[src/rtl/priority_voice_allocator_defines.svh]
// Assertion macros for the priority voice allocator.
`ifndef PRIORITY_VOICE_ALLOCATOR_DEFINES_SVH
`define PRIORITY_VOICE_ALLOCATOR_DEFINES_SVH

`ifndef SYNTHESIS

// Same-cycle implication, disabled during reset.
`define PVA_ASSERT_IMP(lbl, clk, rst, ante, cons) \
   lbl: assert property (@(posedge clk) disable iff (rst) (ante) |-> (cons)) \
      else $error("pva: same-cycle check failed");

// Next-cycle implication, disabled during reset.
`define PVA_ASSERT_NXT(lbl, clk, rst, ante, cons) \
   lbl: assert property (@(posedge clk) disable iff (rst) (ante) |=> (cons)) \
      else $error("pva: next-cycle check failed");

`else

`define PVA_ASSERT_IMP(lbl, clk, rst, ante, cons)
`define PVA_ASSERT_NXT(lbl, clk, rst, ante, cons)

`endif

`endif

[src/rtl/pva_pkg.sv]
// Shared types and codes of the priority voice allocator.
package pva_pkg;

   typedef logic [1:0] command_type;
   localparam command_type CMD_PLAY    = 2'd0;
   localparam command_type CMD_FINISH  = 2'd1;
   localparam command_type CMD_RELEASE = 2'd2;

   typedef logic [1:0] status_type;
   localparam status_type ST_OK         = 2'd0;
   localparam status_type ST_REFUSED    = 2'd1;
   localparam status_type ST_NO_VOICE   = 2'd2;
   localparam status_type ST_START_FAIL = 2'd3;

   typedef enum logic [1:0] {
      KIND_FREE,
      KIND_REPLY,
      KIND_PLAY
   } kind_type;

   // Request payload, last field in the lowest bits.
   typedef struct packed {
      logic [1:0]  pad;
      logic [31:0] now_time;
      logic        start_fails;
      logic        loop;
      logic [15:0] buffer_id;
      logic [7:0]  priority_req;
      logic [3:0]  voice_sel;
   } req_data_type;

   // Response payload, last field in the lowest bits.
   typedef struct packed {
      logic        pad;
      logic [15:0] buffer_out;
      logic        reused;
      logic [3:0]  voice_out;
      status_type  status;
   } rsp_data_type;

   // Classified item passed from the front end to the back end.
   typedef struct packed {
      kind_type    kind;
      status_type  status;
      logic [3:0]  voice_sel;
      logic [7:0]  priority_req;
      logic [15:0] buffer_id;
      logic        loop;
      logic        start_fails;
      logic [31:0] now_time;
   } entry_type;

endpackage

[src/rtl/pva_front.sv]
// Front end: decodes and classifies incoming items.
module pva_front #(
   parameter int NUM_VOICES = 16
) (
   input  logic                req_tvalid,
   output logic                req_tready,
   input  logic [1:0]          req_tuser,
   input  logic [63:0]         req_tdata,
   input  logic                mute,
   output logic                push_valid,
   input  logic                push_ready,
   output pva_pkg::entry_type  push_entry
);
   import pva_pkg::*;

   req_data_type req;
   logic         sel_bad;

   assign req        = req_data_type'(req_tdata);
   assign sel_bad    = ({28'd0, req.voice_sel} >= 32'(NUM_VOICES));
   assign req_tready = push_ready;
   assign push_valid = req_tvalid;

   always_comb begin
      push_entry              = '0;
      push_entry.voice_sel    = req.voice_sel;
      push_entry.priority_req = req.priority_req;
      push_entry.buffer_id    = req.buffer_id;
      push_entry.loop         = req.loop;
      push_entry.start_fails  = req.start_fails;
      push_entry.now_time     = req.now_time;
      priority if (req_tuser == CMD_FINISH || req_tuser == CMD_RELEASE) begin
         if (sel_bad) begin
            push_entry.kind   = KIND_REPLY;
            push_entry.status = ST_NO_VOICE;
         end else begin
            push_entry.kind   = KIND_FREE;
            push_entry.status = ST_OK;
         end
      end else if (req_tuser != CMD_PLAY || mute || req.buffer_id == 16'd0) begin
         // refused: nothing but the status goes out
         push_entry.kind      = KIND_REPLY;
         push_entry.status    = ST_REFUSED;
         push_entry.voice_sel = 4'd0;
      end else begin
         push_entry.kind   = KIND_PLAY;
         push_entry.status = ST_OK;
      end
   end

endmodule

[src/rtl/pva_queue.sv]
// Two-entry queue between the front end and the back end.
module pva_queue (
   input  logic               clock,
   input  logic               reset,
   input  logic               in_valid,
   output logic               in_ready,
   input  pva_pkg::entry_type in_entry,
   output logic               out_valid,
   input  logic               out_ready,
   output pva_pkg::entry_type out_entry
);
   import pva_pkg::*;

   entry_type  slot_ff [2];
   logic       wr_ptr_ff;
   logic       rd_ptr_ff;
   logic [1:0] count_ff;
   logic       push;
   logic       pop;

   assign in_ready  = (count_ff != 2'd2);
   assign out_valid = (count_ff != 2'd0);
   assign out_entry = slot_ff[rd_ptr_ff];
   assign push      = in_valid && in_ready;
   assign pop       = out_valid && out_ready;

   always_ff @(posedge clock) begin
      if (reset) begin
         wr_ptr_ff <= 1'b0;
         rd_ptr_ff <= 1'b0;
         count_ff  <= 2'd0;
      end else begin
         if (push) begin
            slot_ff[wr_ptr_ff] <= in_entry;
            wr_ptr_ff          <= ~wr_ptr_ff;
         end
         if (pop) begin
            rd_ptr_ff <= ~rd_ptr_ff;
         end
         unique case ({push, pop})
            2'b10:   count_ff <= count_ff + 2'd1;
            2'b01:   count_ff <= count_ff - 2'd1;
            default: count_ff <= count_ff;
         endcase
      end
   end

endmodule

[src/rtl/pva_back.sv]
// Back end: voice state, allocation scan and response register.
module pva_back #(
   parameter int NUM_VOICES    = 16,
   parameter int PRIORITY_BITS = 8,
   parameter int TIME_BITS     = 32
) (
   input  logic               clock,
   input  logic               reset,
   input  logic               q_valid,
   output logic               q_ready,
   input  pva_pkg::entry_type q_entry,
   output logic               busy,
   output logic               rsp_tvalid,
   input  logic               rsp_tready,
   output logic [23:0]        rsp_tdata
);
   import pva_pkg::*;

   localparam int VW = (NUM_VOICES > 1) ? $clog2(NUM_VOICES) : 1;
   localparam int PW = PRIORITY_BITS;
   localparam int TW = TIME_BITS;

   typedef enum logic [1:0] {
      MODE_FREE,
      MODE_PLAY,
      MODE_LOOP
   } mode_type;

   typedef enum logic [1:0] {
      S_IDLE,
      S_SCAN,
      S_DRAIN,
      S_RESOLVE
   } state_type;

   state_type          state_ff;
   entry_type          op_ff;
   logic [VW-1:0]      scan_idx_ff;
   logic [VW-1:0]      cmp_idx_ff;
   logic               cmp_valid_ff;
   mode_type           mode_rd_ff;
   logic [PW+TW-1:0]   rd_ff;
   logic               have_free_ff;
   logic [VW-1:0]      free_idx_ff;
   logic               have_victim_ff;
   logic [VW-1:0]      best_idx_ff;
   logic [PW-1:0]      best_prio_ff;
   logic [TW-1:0]      best_time_ff;
   logic               rsp_valid_ff;
   rsp_data_type       rsp_data_ff;

   mode_type           mode_ff [NUM_VOICES];
   logic [PW+TW-1:0]   mem [NUM_VOICES];

   logic [PW-1:0]      op_prio;
   logic [TW-1:0]      op_time;
   logic [PW-1:0]      rd_prio;
   logic [TW-1:0]      rd_time;
   logic               take_free;
   logic               take_victim;
   logic               res_fire;
   rsp_data_type       res_data;
   logic               mode_we;
   logic [VW-1:0]      mode_wr_idx;
   mode_type           mode_wr_val;
   logic               mem_we;

   assign op_prio = PW'(op_ff.priority_req);
   assign op_time = TW'(op_ff.now_time);
   assign rd_prio = rd_ff[PW+TW-1:TW];
   assign rd_time = rd_ff[TW-1:0];

   assign q_ready    = (state_ff == S_IDLE);
   assign busy       = (state_ff != S_IDLE);
   assign rsp_tvalid = rsp_valid_ff;
   assign rsp_tdata  = rsp_data_ff;
   assign res_fire   = (state_ff == S_RESOLVE) && (!rsp_valid_ff || rsp_tready);

   // compare stage: first free voice, and best victim (lowest priority, then oldest)
   assign take_free = cmp_valid_ff && (mode_rd_ff == MODE_FREE) && !have_free_ff;
   assign take_victim = cmp_valid_ff && (mode_rd_ff == MODE_PLAY) && (rd_prio <= op_prio)
                        && (!have_victim_ff || rd_prio < best_prio_ff
                            || (rd_prio == best_prio_ff && rd_time < best_time_ff));

   always_comb begin
      logic [VW-1:0] found_idx;
      found_idx   = have_free_ff ? free_idx_ff : best_idx_ff;
      res_data    = '0;
      mode_we     = 1'b0;
      mode_wr_idx = VW'(op_ff.voice_sel);
      mode_wr_val = MODE_FREE;
      mem_we      = 1'b0;
      unique case (op_ff.kind)
         KIND_FREE: begin
            res_data.status    = ST_OK;
            res_data.voice_out = op_ff.voice_sel;
            mode_we            = res_fire;
         end
         KIND_REPLY: begin
            res_data.status    = op_ff.status;
            res_data.voice_out = op_ff.voice_sel;
         end
         KIND_PLAY: begin
            if (!have_free_ff && !have_victim_ff) begin
               res_data.status = ST_NO_VOICE;
            end else begin
               res_data.voice_out = 4'(found_idx);
               res_data.reused    = !have_free_ff;
               mode_we            = res_fire;
               mode_wr_idx        = found_idx;
               if (op_ff.start_fails) begin
                  // leave the voice free, keep its priority and time
                  res_data.status = ST_START_FAIL;
               end else begin
                  res_data.status     = ST_OK;
                  res_data.buffer_out = op_ff.buffer_id;
                  mode_wr_val         = op_ff.loop ? MODE_LOOP : MODE_PLAY;
                  mem_we              = res_fire;
               end
            end
         end
         default: begin
            res_data.status = ST_REFUSED;
         end
      endcase
   end

   always_ff @(posedge clock) begin
      if (reset) begin
         for (int i = 0; i < NUM_VOICES; i++) begin
            mode_ff[i] <= MODE_FREE;
         end
      end else if (mode_we) begin
         mode_ff[mode_wr_idx] <= mode_wr_val;
      end
   end

   always_ff @(posedge clock) begin
      if (mem_we) begin
         mem[mode_wr_idx] <= {op_prio, op_time};
      end
      rd_ff      <= mem[scan_idx_ff];
      mode_rd_ff <= mode_ff[scan_idx_ff];
   end

   always_ff @(posedge clock) begin
      if (reset) begin
         state_ff       <= S_IDLE;
         rsp_valid_ff   <= 1'b0;
         cmp_valid_ff   <= 1'b0;
         have_free_ff   <= 1'b0;
         have_victim_ff <= 1'b0;
         scan_idx_ff    <= '0;
      end else begin
         cmp_valid_ff <= (state_ff == S_SCAN);
         if (res_fire) begin
            rsp_valid_ff <= 1'b1;
         end else if (rsp_tready) begin
            rsp_valid_ff <= 1'b0;
         end
         if (take_free) begin
            have_free_ff <= 1'b1;
            free_idx_ff  <= cmp_idx_ff;
         end
         if (take_victim) begin
            have_victim_ff <= 1'b1;
            best_idx_ff    <= cmp_idx_ff;
            best_prio_ff   <= rd_prio;
            best_time_ff   <= rd_time;
         end
         unique case (state_ff)
            S_IDLE: begin
               if (q_valid) begin
                  op_ff          <= q_entry;
                  have_free_ff   <= 1'b0;
                  have_victim_ff <= 1'b0;
                  scan_idx_ff    <= '0;
                  state_ff       <= (q_entry.kind == KIND_PLAY) ? S_SCAN : S_RESOLVE;
               end
            end
            S_SCAN: begin
               cmp_idx_ff <= scan_idx_ff;
               if (scan_idx_ff == VW'(NUM_VOICES - 1)) begin
                  state_ff <= S_DRAIN;
               end else begin
                  scan_idx_ff <= scan_idx_ff + VW'(1);
               end
            end
            S_DRAIN: begin
               // last compare lands this cycle
               state_ff <= S_RESOLVE;
            end
            S_RESOLVE: begin
               if (res_fire) begin
                  rsp_data_ff <= res_data;
                  state_ff    <= S_IDLE;
               end
            end
         endcase
      end
   end

endmodule

[src/rtl/priority_voice_allocator.sv]
// Top level of the priority voice allocator.
//
//   channel  dir  handshake                 payload
//   req      in   req_tvalid / req_tready   req_tuser command, req_tdata request fields
//   rsp      out  rsp_tvalid / rsp_tready   rsp_tdata status, voice, reused, buffer
//   csr      in   csr_valid / csr_ready     csr_data mute
//
// In the back end a play request reads one voice per cycle through the state memory
// read port, then passes a compare drain state and a resolve state.
// Finish, release and refused items go from idle straight to the resolve state.
// A two-entry queue lets the front end take items while the back end scans or
// while a response waits on rsp_tready.
// Reset clears all voice modes to free directly; there is no clearing pass.
`include "priority_voice_allocator_defines.svh"

module priority_voice_allocator #(
   parameter int NUM_VOICES    = 16,
   parameter int PRIORITY_BITS = 8,
   parameter int TIME_BITS     = 32
) (
   input  logic        clock,
   input  logic        reset,
   input  logic        req_tvalid,
   output logic        req_tready,
   input  logic [1:0]  req_tuser,   // [1:0] command
   // [3:0] voice_sel, [11:4] priority_req, [27:12] buffer_id, [28] loop,
   // [29] start_fails, [61:30] now_time, [63:62] zero
   input  logic [63:0] req_tdata,
   output logic        rsp_tvalid,
   input  logic        rsp_tready,
   // [1:0] status, [5:2] voice_out, [6] reused, [22:7] buffer_out, [23] zero
   output logic [23:0] rsp_tdata,
   input  logic        csr_valid,
   output logic        csr_ready,
   input  logic        csr_data
);
   import pva_pkg::*;

   logic      mute_ff;
   logic      mute_in;
   logic      push_valid;
   logic      push_ready;
   entry_type push_entry;
   logic      q_valid;
   logic      q_ready;
   entry_type q_entry;
   logic      back_busy;
   logic      req_fire;

   assign csr_ready = 1'b1;
   assign mute_in   = (csr_valid && csr_ready) ? csr_data : mute_ff;
   assign req_fire  = req_tvalid && req_tready;

   always_ff @(posedge clock) begin
      if (reset) begin
         mute_ff <= 1'b0;
      end else begin
         mute_ff <= mute_in;
      end
   end

   pva_front #(
      .NUM_VOICES (NUM_VOICES)
   ) u_front (
      .req_tvalid (req_tvalid),
      .req_tready (req_tready),
      .req_tuser  (req_tuser),
      .req_tdata  (req_tdata),
      .mute       (mute_ff),
      .push_valid (push_valid),
      .push_ready (push_ready),
      .push_entry (push_entry)
   );

   pva_queue u_queue (
      .clock     (clock),
      .reset     (reset),
      .in_valid  (push_valid),
      .in_ready  (push_ready),
      .in_entry  (push_entry),
      .out_valid (q_valid),
      .out_ready (q_ready),
      .out_entry (q_entry)
   );

   pva_back #(
      .NUM_VOICES    (NUM_VOICES),
      .PRIORITY_BITS (PRIORITY_BITS),
      .TIME_BITS     (TIME_BITS)
   ) u_back (
      .clock      (clock),
      .reset      (reset),
      .q_valid    (q_valid),
      .q_ready    (q_ready),
      .q_entry    (q_entry),
      .busy       (back_busy),
      .rsp_tvalid (rsp_tvalid),
      .rsp_tready (rsp_tready),
      .rsp_tdata  (rsp_tdata)
   );

   // an accepted item is either queued or being worked on in the next cycle
   `PVA_ASSERT_NXT(a_item_held, clock, reset, req_fire, q_valid || back_busy)
   // a failed start hands out no buffer
   `PVA_ASSERT_IMP(a_fail_no_buffer, clock, reset, rsp_tvalid && rsp_tdata[1:0] == ST_START_FAIL, rsp_tdata[22:7] == 16'd0)
   // a stolen voice is only reported with a grant or a failed start
   `PVA_ASSERT_IMP(a_reused_grant, clock, reset, rsp_tvalid && rsp_tdata[6], rsp_tdata[1:0] == ST_OK || rsp_tdata[1:0] == ST_START_FAIL)

endmodule

[config.mk]
export PLATFORM = sky130hd
export DESIGN_NAME = priority_voice_allocator
export DESIGN_NICKNAME = d
export VERILOG_FILES = /design/src/rtl/pva_pkg.sv /design/src/rtl/pva_front.sv /design/src/rtl/pva_queue.sv /design/src/rtl/pva_back.sv /design/src/rtl/priority_voice_allocator.sv
export VERILOG_INCLUDE_DIRS = /design/src /design/src/rtl
export SDC_FILE = /design/constraint.sdc
export NUM_CORES = 1
export LEC_CHECK = 0
export ABC_AREA = 1
export BUFFER_PORTS_ARGS = -buffer_cell sky130_fd_sc_hd__buf_2
export CORE_MARGIN = 4
export CORE_UTILIZATION = 25
export CTS_BUF_LIST = sky130_fd_sc_hd__clkbuf_8
export DETAILED_ROUTE_END_ITERATION = 8
export RECOVER_POWER = 100
export SLEW_MARGIN = 20
export SYNTH_ARGS = -nofsm -noshare
export SYNTH_HDL_FRONTEND = slang
export SYNTH_SLANG_ARGS = --single-unit
[constraint.sdc]
create_clock -name clock -period 9.6 [get_ports clock]
set_input_delay 1.44 -clock clock [delete_from_list [all_inputs] [get_ports clock]]
set_output_delay 1.44 -clock clock [all_outputs]
set_load 0.05 [all_outputs]
* Word level (Yosys, flattened, before mapping)
Memories as Yosys holds them, arrays and structs flattened. A register that Yosys moved wholly into a read port is not among the register bits.
Index checks and enable logic that the tools add are counted.
Widths: inputs -> output; s select.
** Cells by class
- Add/sub/neg operators :: 3
- Magnitude comparators :: 3
- Eq/ne operators :: 18
- Mux-type cells :: 53
- Bitwise operators :: 4
- Reductions and logical operators :: 39
** Operator list (number)
- $mux 4 :: 11
- $lt 32x32->1 :: 1
- $mux 1 :: 25
- $mux 2 :: 11
- $logic_not 16->1 :: 1
- $pmux 4 s2 :: 2
- $eq 2x2->1 const B :: 6
- $reduce_and 3->1 :: 4
- $eq 2x1->1 const B :: 5
- $logic_and 1x1->1 :: 10
- $reduce_bool 2->1 :: 5
- $eq 8x8->1 :: 1
- $le 8x8->1 :: 1
- $lt 8x8->1 :: 1
- $pmux 2 s4 :: 1
- $logic_not 2->1 :: 3
- $logic_or 1x1->1 :: 6
- $ne 2x2->1 const B :: 3
- $pmux 2 s3 :: 1
- $reduce_and 2->1 :: 3
- $reduce_or 2->1 :: 3
- $add 4x1->4 const B :: 1
- $eq 4x4->1 const B :: 1
- $ne 2x1->1 const B :: 2
- other kinds (7) :: 12
** Word-level totals
- Register bits after elaboration :: 156
- Bits in writable memories :: 804
- Input port bits :: 72
- Output and inout bits :: 27
- Memories :: 3
** Memory list
- u_back.mem :: words 16, width 40, rd ports 1, clocked after Yosys merged registers in 1, write ports 1, RTL line pva_back.sv:53 : logic [PW+TW-1:0] mem [NUM_VOICES];
- u_queue.slot_ff :: words 2, width 66, rd ports 1, clocked after Yosys merged registers in 1, write ports 1, RTL line pva_queue.sv:14 : entry_type slot_ff [2];
- u_back.mode_ff :: words 16, width 2, rd ports 1, clocked after Yosys merged registers in 1, write ports 16, RTL line pva_back.sv:52 : mode_type mode_ff [NUM_VOICES];

* Longest topological paths before layout
- Word-level depth :: 10
- Gate-level depth with buffers :: 13
- Mapped depth without buffers :: 13

* Modules after synthesis
From an unflattened synthesis, not the netlist that was laid out.
** Unflattened totals
- Cell total of the unflattened synthesis :: 2804
- Area, all modules :: 39172.6 sq um
** By module, submodules not included
- pva_back :: instances 1, cells an instance 2457, area an instance 33340.7 sq um
- pva_queue :: instances 1, cells an instance 243, area an instance 5166.2 sq um
- pva_front :: instances 1, cells an instance 95, area an instance 609.3 sq um
- priority_voice_allocator :: instances 1, cells an instance 9, area an instance 56.3 sq um

* Worst setup path after synthesis
No wires, ideal clock.
- Path kind :: input to register
- From :: in reset
- To :: mem u_queue.slot_ff[1][0] (netlist name) (enable)
- Library setup time :: 564 ps
- Arrival time :: 6061 ps
- Slack :: 2974 ps
- Cell stages on the path :: 2
- Cells stage by stage :: clkbuf_1 nor3_1
** On the way
- Cells in the longest elaborated chain, start to end :: 2
** RTL lines
- start: declaration :: RTL line priority_voice_allocator.sv:22 : input logic reset,
- $mux 1 :: RTL line pva_queue.sv:28 : if (reset) begin
- $mux 1 (implied by the code) :: RTL line pva_queue.sv:34 : slot_ff[wr_ptr_ff] <= in_entry;
- end: declaration :: RTL line pva_queue.sv:14
Every way passes these cells.

* Worst setup path after layout
- From :: reg u_back.have_free_ff
- To :: mem u_back.mem[5][24] (netlist name) (enable)
** On the way
- Cells in the longest elaborated chain, start to end :: 6
- Elaborated cells between the ends (all ways) :: 9
- Those cells by class :: mux: 7; reduce/logical: 2
** RTL lines
- start: declaration :: RTL line pva_back.sv:43 : logic have_free_ff;
- start signal: assignment :: RTL line pva_back.sv:151 : have_free_ff <= 1'b0;
- start signal: assignment :: RTL line pva_back.sv:162 : have_free_ff <= 1'b1;
- start signal: assignment :: RTL line pva_back.sv:175 : have_free_ff <= 1'b0;
- $logic_not 1->1 :: RTL line pva_back.sv:104 : if (!have_free_ff && !have_victim_ff) begin
- $logic_and 1x1->1 :: RTL line pva_back.sv:104
- $mux 1 :: RTL line pva_back.sv:104
- $mux 1 :: RTL line pva_back.sv:93 : unique case (op_ff.kind)
- $mux 1 :: RTL line pva_back.sv:139 : if (mem_we) begin
- $mux 1 (implied by the code) :: RTL line pva_back.sv:140 : mem[mode_wr_idx] <= {op_prio, op_time};
- end: declaration :: RTL line pva_back.sv:53
Parallel ways exist; a longest one is shown, timed or not.

==> flow_metrics.py <==
metrics = {
    "detailed_routing": {
        "drc": 0,
        "routedWlPerCell_um": 18.1,
        "wl_um": 91800,
        "postRouteAntennaNets": 0,
        "drt_iter0_drc": 1808,
        "num_vias": 22664,
        "viasPerCell": 4.47,
        "firstDrtPassIters": 5,
    },
    "sta": {
        "worst_pin_slew_ns": 4.12,
        "fin_crit_sh_pct": 66.8,
        "tns_ns": 0,
        "max_freq_mhz": 156,
        "slew_headroom_pct": -175,
        "final.min_clock_period_ns": 6.41,
        "finalHoldViolCount": 0,
        "grt_setup_unrepaired": "no",
        "setup_viol": 0,
        "skew_ns": 0.0332,
        "maxSlewViolCount": 1029,
    },
    "logic_synthesis": {
        "async_flop_share_pct": 0,
        "yosys_warnings": 0,
        "synth.distinct_cells": 38,
        "synth_seq_cells": 997,
        "synth_top_area_share_pct": 73.6,
        "synth.avg_cell_area_um2": 13.7,
        "syn_inst": 2803,
        "ys_top_cells_by_area": "edfxtp_1 (74%), o21ai_0 (4.6%), nor2_1 (4.2%), o221ai_1 (3.3%), nand2_1 (3.1%)",
        "synth_edf_count": 939,
        "yosysTopAreaCell": "edfxtp_1",
        "synth_ff_type": "edfxtp_1",
        "synth.net_count": 2930,
        "synth_area_um2": 38300,
        "seq_area_frac_synth_pct": 76.6,
    },
    "clock_network": {
        "htree_levels": 4,
        "cts_resized": 0,
        "ctsHoldBuffers": 0,
        "cts.sinks": 997,
        "cts_buffers": 146,
        "clockRootBuffer": "clkbuf_8",
        "cts_tree": "built",
        "clk_latency_ns": 0.81,
        "cts.clk_slew.worst_paths_ns": 0.06,
        "cts_setup_buffers": 0,
        "clockBufferDepth": 3,
    },
    "setup_path": {
        "rr_endpoint": "u_back.mem[5][24]",
        "cp_max_fo": 37,
        "crit_path_start_kind": "flop",
        "criticalPathCategory": "flop to flop",
        "rr_startpoint": "u_back.have_free_ff",
        "arrival_ns": 6.70,
        "ff2ff_path_depth": 9,
        "end_kind": "flop",
        "worstPathRequired_ns": 9.89,
        "r2r_slack_ns": 3.19,
    },
    "place": {
        "gp_congestion": 0.748,
        "io_buffer_count": 94,
        "dpl.hpwl_um": 45400,
    },
    "worst_hold_path": {
        "hold_class": "flop to flop",
        "min-delay-start": "u_back.rd_ff[20]",
        "whs_endpoint": "u_back.best_time_ff[20]",
        "min_path_cells": 0,
    },
    "status": {
        "outcome": "complete, but fails checks",
        "violations": "max-capacitance violations, max-slew violations",
    },
    "power": {
        "power.leakage_nw": 14.5,
        "p_per_area_nw_per_um2": 235,
        "ir_drop_mv": 0.163,
    },
    "grt": {
        "grt_pass1_wl_um": 137000,
        "grt_pass1_vias": 22241,
        "groute.usage.overall_pct": 11.2,
        "grt_max_degree": 172,
        "overflow": 0,
        "antenna_found_initial": 1,
    },
    "cells_and_area": {
        "n_antenna_cell": 0,
        "area_delta_synth_final_pct": 13.6,
        "nets": 3051,
        "drive_gt1_share_pct": 8.45,
        "fin_util_pct": 28.6,
    },
    "floorplan": {
        "initial_core_util_pct": 25.2,
        "io_pins": 99,
        "core_um2": 152000,
        "rows": 143,
        "die_area_um2": 160000,
        "fp.dieW_um": 399,
        "die_h_um": 399,
    },
    "job": {
        "drv_cap": 29,
    },
}
## placed cells by master (no fill, tap or decap), drive strengths merged, types with 2 or more instances in the layout
cell type / synthesis / routed
o22ai: 25 / 25
dfxtp: 58 / 58
edfxtp: 939 / 939
or2: 5 / 5
a211oi: 4 / 4
nor4: 10 / 10
nor2: 436 / 436
o211ai: 31 / 31
buf: 19 / 40
ha: 55 / 55
nand2: 317 / 317
nand3: 86 / 86
nand4: 6 / 6
a31oi: 2 / 2
o21ai: 357 / 357
o221ai: 143 / 143
inv: 118 / 167
a21oi: 33 / 33
o21a: 2 / 2
clkinvlp: 0 / 5
conb: 2 / 2
nor3: 6 / 6
clkbuf: 144 / 256
clkinv: 1 / 50
## routing by layer
layer  wire length (um)  global-route usage (%)  vias to the layer above
li1                   -                       -                    10587
met1              38100                    13.7                    11190
met2              46300                    19.8                      714
met3               5040                    2.20                      173
met4               2430                    3.66                        0
met5                  0                       0                        -
## report_power, final
| group | total [mW] | leakage (nW) | internal [mW] | switching (mW) |
|---|---|---|---|---|
| sequential | 5.50 | 9.01 | 5.22 | 0.273 |
| combinational | 1.60 | 3.93 | 0.452 | 1.14 |
| clock | 3.14 | 1.55 | 1.57 | 1.58 |
## through the flow
| stage | instance area, um2 | setup slack, ns | total power [mW] | cells | hold slack (ns) |
|---|---|---|---|---|---|
| after global placement | 41200 | 5.88 | 7.16 | 4806 | 0.416 |
| after floorplan | 38300 | 2.97 | 6.60 | 2803 | 0.406 |
| after CTS | 43900 | 6.07 | 10.3 | 5070 | 0.426 |
| after global routing | 43500 | 2.94 | 10.8 | 5070 | 0.442 |
| after detailed placement | 41200 | 5.85 | 7.20 | 4806 | 0.418 |
| final | 43500 | 3.19 | 10.2 | 5070 | 0.432 |
## cell type report
class | count | area (um2)
Timing Repair Buffer | 136 | 608
Clock buffer | 160 | 2200
Clock inverter | 104 | 494
Multi-Input combinational cell | 1524 | 7870
Tap cell | 2030 | 2540
Inverter | 119 | 459
Fill cell | 15513 | 109000
Sequential cell | 997 | 29400
## cell usage after synthesis, types with 2 or more instances
master      n
edfxtp_1  939
nor2_1    429
o21ai_0   353
nand2_1   316
clkbuf_1  144
o221ai_1  143
inv_1     111
nand3_1    86
dfxtp_1    58
ha_1       55
a21oi_1    33
o211ai_1   30
o22ai_1    25
nor4_1     10
buf_2       8
buf_1       7
inv_2       7
nand4_1     6
nor3_1      6
a211oi_1    4
nor2_2      4
o21ai_2     4
or2_2       4
buf_4       3
a31oi_1     2
conb_1      2
nor2_4      2
o21a_1      2
## worst max-delay path by stage
stage,start,to,cells past startpoint
2_1_floorplan,reset,u_queue.slot_ff[1][0],2
3_5_place_dp,rsp_tready,u_back.mem[2][19],7
6_report,u_back.have_free_ff,u_back.mem[5][24],9
5_1_grt,u_back.have_free_ff,u_back.mem[5][24],9
4_1_cts,u_back.scan_idx_ff[0],u_back.rd_ff[12],6
3_3_place_gp,rsp_tready,u_back.mem[2][18],7
## critical path: stages (launching register included)
cell      delay [ns]
dfxtp_1         0.51
nor2_1          0.15
nor2_1          0.61
o211ai_1        0.22
o21ai_0         0.37
clkinv_1        0.21
nor2_1          0.51
nand2_1         0.12
nor2_1          0.37
clkbuf_1        2.76
## cells by family (layout without fill, tap and decap cells)
kind of cell             count (synthesis)  count (layout)  share of synthesized area, %
flip-flops                             997             997                          76.6
AND/OR/NAND/NOR                        869             869                          9.09
AO/OA/AOI/OAI                          598             598                          9.62
buffers and inverters                  282             519                          2.84
adder cells (fa/ha/maj)                 55              55                          1.80
other                                    2               2                        0.0196
## flip-flops by register name, summed over array words and instances (netlist names), 2 cells and up, named ones only
signal	flops
u_back.best_idx_ff	4
u_back.best_prio_ff	8
u_back.best_time_ff	32
u_back.cmp_idx_ff	4
u_back.free_idx_ff	4
u_back.mem	640
u_back.mode_ff	32
u_back.mode_rd_ff	2
u_back.op_ff	24
u_back.op_prio	8
u_back.op_time	32
u_back.rd_ff	40
u_back.rsp_tdata	23
u_back.scan_idx_ff	4
u_back.state_ff	2
u_queue.count_ff	2
u_queue.slot_ff	128
No activity file was read; power rests on OpenSTA's default activity.
